==> src/rtl/tgb_pkg.sv <==
package tgb_pkg;

  // shared multiplier operand: 24-bit corner values plus one delta bit
  localparam int MUL_W  = 25;
  localparam int PROD_W = 2 * MUL_W;
  localparam int RES_W  = PROD_W + 1;
  localparam int MAG_W  = PROD_W;
  localparam int IN_MAX = 24;

  typedef logic signed [MUL_W-1:0] opnd_t;

  // one triangle, reduced to edge and texture deltas
  typedef struct packed {
    opnd_t q1x;
    opnd_t q1y;
    opnd_t q1z;
    opnd_t q2x;
    opnd_t q2y;
    opnd_t q2z;
    opnd_t du1;
    opnd_t dv1;
    opnd_t du2;
    opnd_t dv2;
  } tri_rec_t;

  typedef enum logic [3:0] {
    B_IDLE,
    B_MUL,
    B_SIGN,
    B_LOAD,
    B_NORM,
    B_SQ,
    B_SQRT,
    B_DIVI,
    B_DIV,
    B_STORE,
    B_DONE
  } back_state_t;

endpackage

==> src/rtl/tgb_queue.sv <==
module tgb_queue (
  input  logic              clk,
  input  logic              rst_n,
  input  logic              push,
  output logic              full,
  input  tgb_pkg::tri_rec_t din,
  input  logic              pop,
  output logic              empty,
  output tgb_pkg::tri_rec_t dout
);

  tgb_pkg::tri_rec_t mem_r [2];
  logic              wp_r;
  logic              rp_r;
  logic [1:0]        cnt_r;
  logic              do_push;
  logic              do_pop;

  assign full    = (cnt_r == 2'd2);
  assign empty   = (cnt_r == 2'd0);
  assign do_push = push && !full;
  assign do_pop  = pop && !empty;
  assign dout    = mem_r[rp_r];

  always_ff @(posedge clk) begin
    if (!rst_n) begin
      wp_r  <= 1'b0;
      rp_r  <= 1'b0;
      cnt_r <= 2'd0;
    end else begin
      if (do_push) begin
        wp_r <= !wp_r;
      end
      if (do_pop) begin
        rp_r <= !rp_r;
      end
      if (do_push && !do_pop) begin
        cnt_r <= cnt_r + 2'd1;
      end else if (do_pop && !do_push) begin
        cnt_r <= cnt_r - 2'd1;
      end
    end
  end

  always_ff @(posedge clk) begin
    if (do_push) begin
      mem_r[wp_r] <= din;
    end
  end

endmodule

==> config.mk <==
export PLATFORM = sky130hd
export DESIGN_NAME = tgb_queue
export DESIGN_NICKNAME = d
export VERILOG_FILES = /design/src/rtl/tgb_pkg.sv /design/src/rtl/tgb_queue.sv
export SDC_FILE = /design/constraint.sdc
export NUM_CORES = 1
export LEC_CHECK = 0
export BUFFER_PORTS_ARGS = -buffer_cell sky130_fd_sc_hd__buf_2
export CORE_ASPECT_RATIO = 1.1
export CORE_MARGIN = 8
export CORE_UTILIZATION = 47
export CTS_CLUSTER_DIAMETER = 120
export DETAILED_ROUTE_END_ITERATION = 10
export MAX_ROUTING_LAYER = met4
export PLACE_DENSITY_LB_ADDON = 0.2
export SYNTH_ARGS = -nofsm -noshare
export SYNTH_HDL_FRONTEND = slang
export SYNTH_SLANG_ARGS = --single-unit
export TNS_END_PERCENT = 100
==> constraint.sdc <==
create_clock -name clk -period 11.6 [get_ports clk]
set_input_delay 1.16 -clock clk [delete_from_list [all_inputs] [get_ports clk]]
set_output_delay 1.16 -clock clk [all_outputs]
set_load 0.05 [all_outputs]
# Yosys cells after proc, flatten, opt, wreduce, memory -nomap -nowiden
# Memories as Yosys holds them, arrays and structs flattened. A register that Yosys moved wholly into a read port is not among the register bits.
# Cells that the tools add are included.
# W data, S select, Z words.
[totals]
in_bits = 254
mem_count = 1
out_inout_bits = 252
regBits = 4
mem_bits_rw = 500
[classes]
n_eq_ne = 1
n_reduce_logical = 12
mux = 6
n_addsub = 2
[memory_table]
columns = ["memory", "depth", "width", "rd", "rd_ports_with_merged_regs", "write_ports", "line", "rtl"]
rows = [
  ["mem_r", 2, 250, 1, 1, 1, "tgb_queue.sv:12", "tgb_pkg::tri_rec_t mem_r [2];"],
]
[ops]
columns = ["op", "count"]
rows = [
  ["$logic_not A1 Y1", 6],
  ["$logic_and A1 B1 Y1", 4],
  ["$mux W1", 4],
  ["$mux W2", 2],
  ["$add A2 B1 Y2 const B", 1],
  ["$eq A2 B2 Y1 const B", 1],
  ["$logic_not A2 Y1", 1],
  ["$reduce_bool A2 Y1", 1],
  ["$sub A2 B1 Y2 const B", 1],
]

# Logic depth before layout (Yosys ltp)
[logic_depth]
depth_word = 7
mapped_depth = 7

# Worst setup path before layout
# No wires, ideal clock.
[synth_timing]
kind = "input port to flip-flop"
from = "input push"
to = "register wp_r"
arrival_ns = 11.536
stages = 3
t_required_ns = 11.498
path_slack_ns = -0.038
n_path_buf = 0
setup_ns = 0.102
path_cell_list = "inv_1 nor3_2 o21a_1"
[synth_via]
elab_chain_len = 1
[synth_rtl]
columns = ["item", "line", "rtl"]
rows = [
  ["start, declared", "tgb_queue.sv:4", "input logic push,"],
  ["$logic_and A1 B1 Y1", "tgb_queue.sv:21", "assign do_push = push && !full;"],
  ["end signal, assigned", "tgb_queue.sv:32", "wp_r <= !wp_r;"],
  ["end, declared", "tgb_queue.sv:13", "logic wp_r;"],
]
# Every way passes these cells.
# A chain may end at the register's enable or synchronous reset.

==> results.md <==
* Status: finished clean
* CP arrival at 3.58 ns
* CTS clk-pin slew, worst paths at 0.06 ns
* Fin. Hold Viols at 0
* Share of post-route cells with drive strength above 1 at 60.3%
* Crit. End Element: output port
* CTS Root Cell: clkbuf_16
* Number of max-cap violations at 0
* CTS resizes at 0
* Synth Area in XOR/XNOR at 0.138%
* All-Layer GR Usage at 17.7%
* Cells after Synth at 803
* Post-synthesis adder-cell area fraction at 0.0655%
* Die area at 47,400 um^2
* Clock Path Buffers at 3
* Port Buffers at 505
* Compound-cell area share of the yosys netlist at 0.170%
* Final worst slack at 6.86 ns
* DP Worst Slack at 7.41 ns
* Power Density at 260 nW/um^2
* Power Total at 6.14 mW
* Max-slew headroom at 17.8%
* Vias at 9,433
* Synth cell types at 22
* Area leader, netlist: edfxtp_1
* Skew final at 0.0179 ns
* Largest family of logic cells by synthesized area: multiplexers
* # fillers at between 3,000 and 4,000
* Period utilization at 40.9%
* Die X at approximately 210 um
* Worst Path Required at 10.44 ns
* Post-layout util at approximately 59%
* Largest cells by area after synthesis: edfxtp_1 79%, mux2_4 16%, mux2_2 2.9%
* Starting Density at 47.6%
* Worst slew pin tran at 1.23 ns
* Sequential area share after synthesis at 79.1%
* Kind of critical path: reg -> out
* Placed wire-length estimate at 30,500 um
* CTS Buf Count at just under 50
* Residual DRC at 0
* Achievable Freq at 211 MHz
* Maximum fanout along the worst path at 64
* Tmin final at 4.74 ns
* 1st-iter DRT viols at 581
* Setup Fix Bufs, Post-CTS at 0
* Post-Synth Simple-Gate Area at less than 1%
* Post-synth top area share at 78.6%
* Nets at 1,597
* Final Slew Violations at 0
* Core Area at 40,200 um^2
* RSZ-0062 raised after global routing: false
* Ys Warns at 0
* Syn avg cell area at 23.8 um^2
* CP startpoint kind: flop
* Clk sinks at 505
* Cell Area, Synth at 19,100 um^2
* Number of global-route vias before repair at 10,100
* Hold crit path type: reg -> reg
* Largest net degree at the start of global routing at about 80
* Syn Nets at between 1,000 and 1,500
* Worst skew pair latency at about 0.56 ns
* Final RePlAce weighted congestion at 0.760
* Routed WL per cell at ~22 um
* Detailed Route WL at 42,700 um
* Post-CTS Hold Fix Bufs at 0
* First-pass GRT wire length at around 61,000 um
* Row Count at 77
* Total gr overflow at 0
* Initial antenna violation count at 13
* Layout overhead on the synthesized area at 23.7%
* IR drop worst, VDD at 0.192 mV
* Setup TNS at 0 ns
* Flops & latches, synth at about 510
* Final ANT Viol Nets at 0
* CTS tree: yes
* Post-synthesis mux area share at about a fifth
* Leakage power at 9.16 nW
* Endpoints failing setup at 0
* TritonRoute pass-1 iters at 5
* Die Height at 227 um
* # H-tree levels at 2
* Average via count per standard cell at between 4 and 5
* # IOs at approximately 510
## kinds of logic after synthesis
family / count (synthesis)
xor+xnor: 3
flops: 505
simple gates: 9
fa+ha+maj: 1
buf+inv: 30
compound gates: 5
mux: 250
## Yosys cell counts, drive strengths merged
| cell | n |
|---|---|
| and3 | 1 |
| o21a | 1 |
| edfxtp | 500 |
| xnor2 | 2 |
| nor3 | 1 |
| or3 | 1 |
| ha | 1 |
| and2 | 3 |
| dfxtp | 5 |
| buf | 28 |
| inv | 2 |
| nand2b | 1 |
| mux2 | 250 |
| nor2 | 2 |
| o21ai | 2 |
| xor2 | 1 |
| a21boi | 2 |
## through the flow
| step | hold slack [ns] | cells | area (um^2) |
|---|---|---|---|
| after floorplan | 0.483 | 803 | 19100 |
| after global placement | 0.508 | 1804 | 22100 |
| after detailed placement | 0.524 | 1804 | 22100 |
| after CTS | 0.535 | 1891 | 23600 |
| after global routing | 0.563 | 1904 | 23600 |
| final | 0.535 | 1906 | 23600 |
## sequential cells by signal, summed over array words and instances (netlist names), named ones only
| register | count |
|---|---|
| rp_r | 1 |
| mem_r | 500 |
| wp_r | 1 |
| cnt_r | 2 |
## layer usage
layer,global-route usage (%),up-vias,wire length [um]
met4,6.44,0,1010
met2,28.7,429,21300
met1,19.6,4633,15900
met3,7.59,56,4530
li1,-,4315,-
met5,-,-,0
## path summary, 6_finish.rpt
| check | start | endpoint | slack, ns | depth (start not counted) |
|---|---|---|---|---|
| min reg2reg | cnt_r[1] | cnt_r[1] | 0.54 | 2 |
| max | flop | dout[24] | 6.86 | 4 |
| min | cnt_r[1] | cnt_r[1] | 0.54 | 2 |
| max reg2reg | cnt_r[0] | mem_r[1][58] | 8.21 | 4 |
## cell usage in the layout (no fill, tap or decap), drive strengths merged, types with 2 or more instances in the layout
cell type,count
buf,516
edfxtp,500
mux2,250
clkbuf,66
diode,15
clkinv,15
dfxtp,5
inv,4
and2,3
bufinv,3
nor2,2
xnor2,2
o21ai,2
a21boi,2
## layout make-up
cell class,instances,area [um^2],share of cell area [%]
Sequential cell,505,15100,64.0
Inverter,2,7.51,0.0318
Clock buffer,66,1330,5.64
Timing Repair Buffer,516,2610,11.0
Tap cell,513,642,2.72
Antenna cell,15,37.5,0.159
Multi-Input combinational cell,268,3700,15.7
Clock inverter,21,181,0.768
## worst max-delay path: stages (launching register included)
cell and delay [ns]:
dfxtp_4 0.50, buf_4 0.72, buf_4 1.04, mux2_2 0.42, buf_2 0.21
## where the power goes
group | total (mW) | leakage, nW | switching [mW] | internal, mW
sequential | 2.36 | 4.71 | 0.0658 | 2.30
combinational | 2.28 | 3.72 | 1.59 | 0.688
clock | 1.50 | 0.733 | 0.631 | 0.870
total | 6.14 | 9.16 | 2.28 | 3.85
No activity file was read; power rests on OpenSTA's default activity.
