### config.mk
export PLATFORM = sky130hd
export DESIGN_NAME = tgb_front
export DESIGN_NICKNAME = d
export VERILOG_FILES = /design/src/rtl/tgb_pkg.sv /design/src/rtl/tgb_front.sv
export SDC_FILE = /design/constraint.sdc
export NUM_CORES = 1
export LEC_CHECK = 0
export ABC_AREA = 0
export BUFFER_PORTS_ARGS = -buffer_cell sky130_fd_sc_hd__buf_2
export CAP_MARGIN = 20
export CORE_ASPECT_RATIO = 2
export CORE_MARGIN = 2
export CORE_UTILIZATION = 42
export DETAILED_ROUTE_END_ITERATION = 6
export PLACE_DENSITY = 0.68
export SLEW_MARGIN = 20
export SYNTH_ARGS = -nofsm -noshare
export SYNTH_HDL_FRONTEND = slang
export SYNTH_SLANG_ARGS = --single-unit
### constraint.sdc
create_clock -name clk -period 8.39 [get_ports clk]
set_input_delay 1.2585 -clock clk [delete_from_list [all_inputs] [get_ports clk]]
set_output_delay 1.2585 -clock clk [all_outputs]
set_load 0.01 [all_outputs]
### src/rtl/tgb_pkg.sv
package tgb_pkg;

  // shared multiplier operand: 24-bit corner values plus one delta bit
  localparam int MUL_W  = 25;
  localparam int PROD_W = 2 * MUL_W;
  localparam int RES_W  = PROD_W + 1;
  localparam int MAG_W  = PROD_W;
  localparam int IN_MAX = 24;

  typedef logic signed [MUL_W-1:0] opnd_t;

  // one triangle, reduced to edge and texture deltas
  typedef struct packed {
    opnd_t q1x;
    opnd_t q1y;
    opnd_t q1z;
    opnd_t q2x;
    opnd_t q2y;
    opnd_t q2z;
    opnd_t du1;
    opnd_t dv1;
    opnd_t du2;
    opnd_t dv2;
  } tri_rec_t;

  typedef enum logic [3:0] {
    B_IDLE,
    B_MUL,
    B_SIGN,
    B_LOAD,
    B_NORM,
    B_SQ,
    B_SQRT,
    B_DIVI,
    B_DIV,
    B_STORE,
    B_DONE
  } back_state_t;

endpackage

### src/rtl/tgb_front.sv
module tgb_front #(
  parameter int POS_BITS = 16,
  parameter int TEX_BITS = 16
) (
  input  logic                clk,
  input  logic                rst_n,
  input  logic                in_push,
  output logic                in_full,
  input  logic [POS_BITS-1:0] in_pos_x,
  input  logic [POS_BITS-1:0] in_pos_y,
  input  logic [POS_BITS-1:0] in_pos_z,
  input  logic [TEX_BITS-1:0] in_tex_u,
  input  logic [TEX_BITS-1:0] in_tex_v,
  input  logic                in_starts_triangle,
  output logic                q_push,
  input  logic                q_full,
  output tgb_pkg::tri_rec_t   q_rec
);

  localparam int PBE = (POS_BITS > tgb_pkg::IN_MAX) ? tgb_pkg::IN_MAX : POS_BITS;
  localparam int TBE = (TEX_BITS > tgb_pkg::IN_MAX) ? tgb_pkg::IN_MAX : TEX_BITS;

  tgb_pkg::opnd_t held_p_r [2][3];
  tgb_pkg::opnd_t held_t_r [2][2];
  logic [1:0]     count_r;
  logic [1:0]     slot;
  logic           accept;
  tgb_pkg::opnd_t px, py, pz, tu, tv;

  // corner values sign-extended from their low bits
  assign px = tgb_pkg::opnd_t'(signed'(in_pos_x[PBE-1:0]));
  assign py = tgb_pkg::opnd_t'(signed'(in_pos_y[PBE-1:0]));
  assign pz = tgb_pkg::opnd_t'(signed'(in_pos_z[PBE-1:0]));
  assign tu = tgb_pkg::opnd_t'(signed'(in_tex_u[TBE-1:0]));
  assign tv = tgb_pkg::opnd_t'(signed'(in_tex_v[TBE-1:0]));

  assign in_full = q_full;
  assign accept  = in_push && !q_full;
  assign slot    = in_starts_triangle ? 2'd0 : count_r;
  assign q_push  = accept && (slot == 2'd2);

  assign q_rec.q1x = held_p_r[1][0] - held_p_r[0][0];
  assign q_rec.q1y = held_p_r[1][1] - held_p_r[0][1];
  assign q_rec.q1z = held_p_r[1][2] - held_p_r[0][2];
  assign q_rec.q2x = px - held_p_r[0][0];
  assign q_rec.q2y = py - held_p_r[0][1];
  assign q_rec.q2z = pz - held_p_r[0][2];
  assign q_rec.du1 = held_t_r[1][0] - held_t_r[0][0];
  assign q_rec.dv1 = held_t_r[1][1] - held_t_r[0][1];
  assign q_rec.du2 = tu - held_t_r[0][0];
  assign q_rec.dv2 = tv - held_t_r[0][1];

  always_ff @(posedge clk) begin
    if (!rst_n) begin
      count_r <= 2'd0;
    end else if (accept) begin
      count_r <= (slot == 2'd2) ? 2'd0 : slot + 2'd1;
    end
  end

  always_ff @(posedge clk) begin
    if (accept && slot != 2'd2) begin
      held_p_r[slot[0]][0] <= px;
      held_p_r[slot[0]][1] <= py;
      held_p_r[slot[0]][2] <= pz;
      held_t_r[slot[0]][0] <= tu;
      held_t_r[slot[0]][1] <= tv;
    end
  end

endmodule

Word-level counts from Yosys, hierarchy flattened
Memories as Yosys holds them, arrays and structs flattened. Cells that the tools add are included.

Order comparisons: 0. Muxes and demuxes: 4. Reductions and logical operators: 4. Add/sub/neg operators: 11. Divide/modulo/power cells: 0. Bitwise logic cells: 0. Eq/ne operators: 2. Shift-type cells: 0. $mul: 0.

Operators with widths (count): subtractor 16 x 25 -> 25 bit (5); subtractor 25 bit (5); two-way mux 2 bit (2); logical AND 1 bit (3); adder 2 x 1 -> 2 bit, second input constant (1); equality test 2 bit, second input constant (1); two-way mux 1 bit (2); != test 2 bit, second input constant (1); logical NOT 1 bit (1).

Input port bits: 85. Memories: 2. Logic and storage cells: 24. Bits in read-only memories: 0. Output and inout port bits: 252. Bits in registers: 2. Bits in latches: 0. Bits in writable memories: 250.

Memory list: held_p_r (words 2, width 75, rd ports 2, clocked after memory_dff 0, wr ports 1, RTL line tgb_front.sv:23) `tgb_pkg::opnd_t held_p_r [2][3];`; held_t_r (words 2, width 50, rd ports 2, clocked after memory_dff 0, wr ports 1, RTL line tgb_front.sv:24) `tgb_pkg::opnd_t held_t_r [2][2];`.

Longest topological paths before layout
Depth in word-level cells: 5. Gate-level depth with buffers: 10. Gate-level depth less buffers: 10.

Worst setup path before layout
Ideal clock, no wire load.

Path type: input -> register. Start point: input q_full. End point: memory held_p_r[1][0] (netlist name), enable pin. Stages: 2. Path buffers: 0. Arrival time: 7.348 ns. Data required time: 7.753 ns. Setup time: 0.637 ns. Setup slack: 0.405 ns. Cell sequence: nand2b_1 nor3b_1.

Cells in the longest elaborated chain, start to end: 5.

RTL lines: start: declaration (RTL line tgb_front.sv:16) `input logic q_full,`; logical NOT 1 bit (RTL line tgb_front.sv:38) `assign accept = in_push && !q_full;`; logical AND 1 bit (RTL line tgb_front.sv:38); logical AND 1 bit (RTL line tgb_front.sv:62) `if (accept && slot != 2'd2) begin`; two-way mux 1 bit (RTL line tgb_front.sv:62); two-way mux 1 bit (implied by the code) (RTL line tgb_front.sv:65) `held_p_r[slot[0]][2] <= pz;`; end: declaration (RTL line tgb_front.sv:23).

No other way between the ends.

==> impl_metrics.csv <==
group,metric,value,unit
routing,drt_iter0_drc,328,
yosys,synth_top_family_by_area,"compound AO/OA/AOI/OAI gates",
timing,min_period,5210,ps
setup_path,worst_ep_required_time,7130,ps
global_routing,grt_max_degree,72,
clocking,cts_tree,"built",
timing,hold_ws,552,ps
power,power_leakage,7.42,nW
setup_path,cp.arrival,3950,ps
power,ir_drop,0.000112,V
clocking,cts_setup_buffers,0,
routing,wire_per_inst,17.2,um
timing,finalClockSkew,7.13,ps
clocking,clk_pin_slew,60,ps
yosys,synthCells,1335,
yosys,yosys.area_share.adder,16.8,%
clocking,cts_buffer_depth,2,
clocking,numCtsBuffers,17,
routing,met1_length,12200,um
hold_path,min_path_type,"flip-flop to flip-flop",
die,io_pins,337,
die,die_y,254,um
setup_path,cp-end-kind,"output pin",
clocking,insertion_delay,450,ps
routing,route.met3.wl,1910,um
placement,dpl.hpwl,28600,um
yosys,synth_ff_type,"edfxtp_1",
yosys,syn_area,13100,um^2
yosys,syn_nets,1590,
routing,final_antenna_net_count,0,
die,fp.coreArea,30700,um^2
die,dieArea,32700,um^2
clocking,root_buffer,"clkbuf_16",
setup_path,cp-start-kind,"input port",
placement,portBuffers,336,
routing,top_layer,"met5",
die,rows,91,
timing,slew_headroom,27.1,%
yosys,synth_xor_xnor_area_share,8.75,%
routing,drt_pass1_iterations,5,
routing,vias,11400,
global_routing,overflow,0,
timing,tightestPinTransition,1090,ps
finish,num-nets-final,1924,
outcome,status,"finished clean",
global_routing,grt_pass1_vias,11400,
yosys,ys_seq_area_share,36.9,%
yosys,synthDistinctLibCells,63,
setup_path,reg2reg_setup_slack,5560,ps
timing,setup_tns,0,ps
yosys,synth-compound-area-share,21.4,%
setup_path,critPathKind,"input port to output pin",
flow_run,cap_violations,0,
finish,final_common_cell,"buf_2",
clocking,cts_hold_buf,0,
setup_path,path_max_fanout,6,
timing,rsz0062_at_grt,"false",
timing,drv_slew,0,
routing,drc_errors,0,
global_routing,antenna_found_initial,3,
yosys,synthArstFlopShare,0,%
power,power.density,156,nW/um^2
clocking,htreeDepth,4,
clocking,ctsResizeCount,0,
timing,finalSetupViolations,0,
routing,routed_wl,35400,um
timing,max_freq,192,MHz
timing,hold_viol_final,0,
routing,vias_per_cell,5.57,
placement,gp_congestion,0.869,
yosys,synth_simple_gate_area_share,11.3,%
finish,n_fill_cell,2934,
yosys,synthMuxAreaShare,0.153,%
timing,finalCritPeriodShare,62.1,%
die,start_util,42.7,%
finish,most-common-layout-cells,"336 x buf_2, 160 x ha_1, 160 x edfxtp_1",
die,die_w,129,um
global_routing,grt_use_total,21.3,%
finish,post_route_cells_drive_above_1_share,22.9,%
clocking,cts.sinks,162,
yosys,synth_warnings,0,
routing,met2_length,19900,um
yosys,syn_area_per_cell,9.82,um^2
global_routing,grt_pass1_wl,55200,um
yosys,synth-edff-count,160,
finish,areaGrowthSynthToFinish,20.4,%
yosys,yosys_register_bits,162,
state kept, by name, summed over array words and instances, names as in the netlist:
| register | flops |
|---|---|
| held_p_r | 96 |
| held_t_r | 64 |
| count_r | 2 |
report_power, final:
| part | switching, mW | internal [mW] |
|---|---|---|
| Sequential | 0.00687 | 0.915 |
| Combinational | 0.447 | 0.315 |
| Clock | 0.336 | 0.438 |
| Total | 0.790 | 1.67 |
metal layers:
| layer | vias to the layer above | global-route usage (%) |
|---|---|---|
| met4 | 4 | 9.66 |
| li1 | 5598 | - |
| met5 | - | 0 |
| met2 | 327 | 42.4 |
| met1 | 5437 | 20.0 |
| met3 | 76 | 4.82 |
critical path, cell delays in order:
cell and delay, ps:
buf_2 90, inv_1 40, ha_1 220, fa_1 410, nand2b_1 180, a21oi_1 220, o21ai_0 150, a21oi_1 410
o2111ai_1 190, a31oi_1 460, a31oi_1 160, buf_2 160
cell usage after synthesis (4+ instances only):
library cell / count / area (um^2)
o21bai_1: 11 / 82.6
nand3_1: 14 / 70.1
o21a_1: 33 / 248
a41oi_1: 4 / 35.0
xnor2_1: 84 / 736
xor2_1: 47 / 412
nand4_1: 10 / 62.6
inv_1: 139 / 522
edfxtp_1: 160 / 4800
a21boi_0: 5 / 37.5
nand2b_1: 50 / 313
nor4_1: 7 / 43.8
nand2_1: 53 / 199
a31oi_1: 29 / 181
buf_1: 10 / 37.5
nor3_1: 20 / 100
fa_1: 10 / 200
a21bo_2: 4 / 40.0
nor2_1: 53 / 199
nor2b_1: 40 / 250
o2111ai_1: 5 / 43.8
a32oi_1: 5 / 43.8
o21ai_0: 87 / 435
o211ai_1: 12 / 90.1
ha_1: 160 / 2000
a41o_1: 10 / 100
clkbuf_1: 13 / 48.8
a21oi_1: 99 / 495
a21o_1: 62 / 465
a2111oi_0: 4 / 35.0
and3_1: 15 / 93.8
a211oi_1: 14 / 105
o31ai_1: 12 / 90.1
final timing paths:
kind | start | end | depth (start not counted)
worst max-delay path | in_tex_v[0] | q_rec[24] | 12
worst min-delay path | count_r[0]$_SDFFE_PN0P_ | count_r[0]$_SDFFE_PN0P_ | 2
worst max register to register | count_r[0]$_SDFFE_PN0P_ | held_t_r[1][48]$_DFFE_PP_ | 3
worst min register to register | count_r[0]$_SDFFE_PN0P_ | count_r[0]$_SDFFE_PN0P_ | 2
cells by family (layout without fill, tap and decap cells):
logic type               Yosys count  count (layout)
AO/OA/AOI/OAI                    426             426
XOR/XNOR                         131             131
adder cells (fa/ha/maj)          170             170
buffers and inverters            163             510
flip-flops                       162             162
multiplexers                       2               2
other                              0               2
AND/OR/NAND/NOR                  281             281
metrics by stage:
step                      worst slack [ps]  instances  utilization, %  total power, mW  area [um^2]
final                                 3180       2056            51.3             2.46        15800
after global routing                  3020       2055            51.3             2.58        15800
after CTS                             3210       2054            51.3             2.48        15800
after detailed placement              3220       2022            49.4             1.70        15200
after global placement                3270       2022            49.4             1.69        15200
after floorplan                        405       1335               -             1.42        13100
layout make-up:
| class | instances | area (um^2) | area share, % |
|---|---|---|---|
| Clock inverter | 13 | 135 | 0.856 |
| Sequential cell | 162 | 4840 | 30.7 |
| Timing Repair Buffer | 339 | 1700 | 10.8 |
| Inverter | 139 | 522 | 3.31 |
| Multi-Input combinational cell | 1010 | 7670 | 48.6 |
| Antenna cell | 2 | 5.00 | 0.0317 |
| Tap cell | 372 | 465 | 2.95 |
| Clock buffer | 19 | 433 | 2.74 |
(Power assumes the default switching activity.)
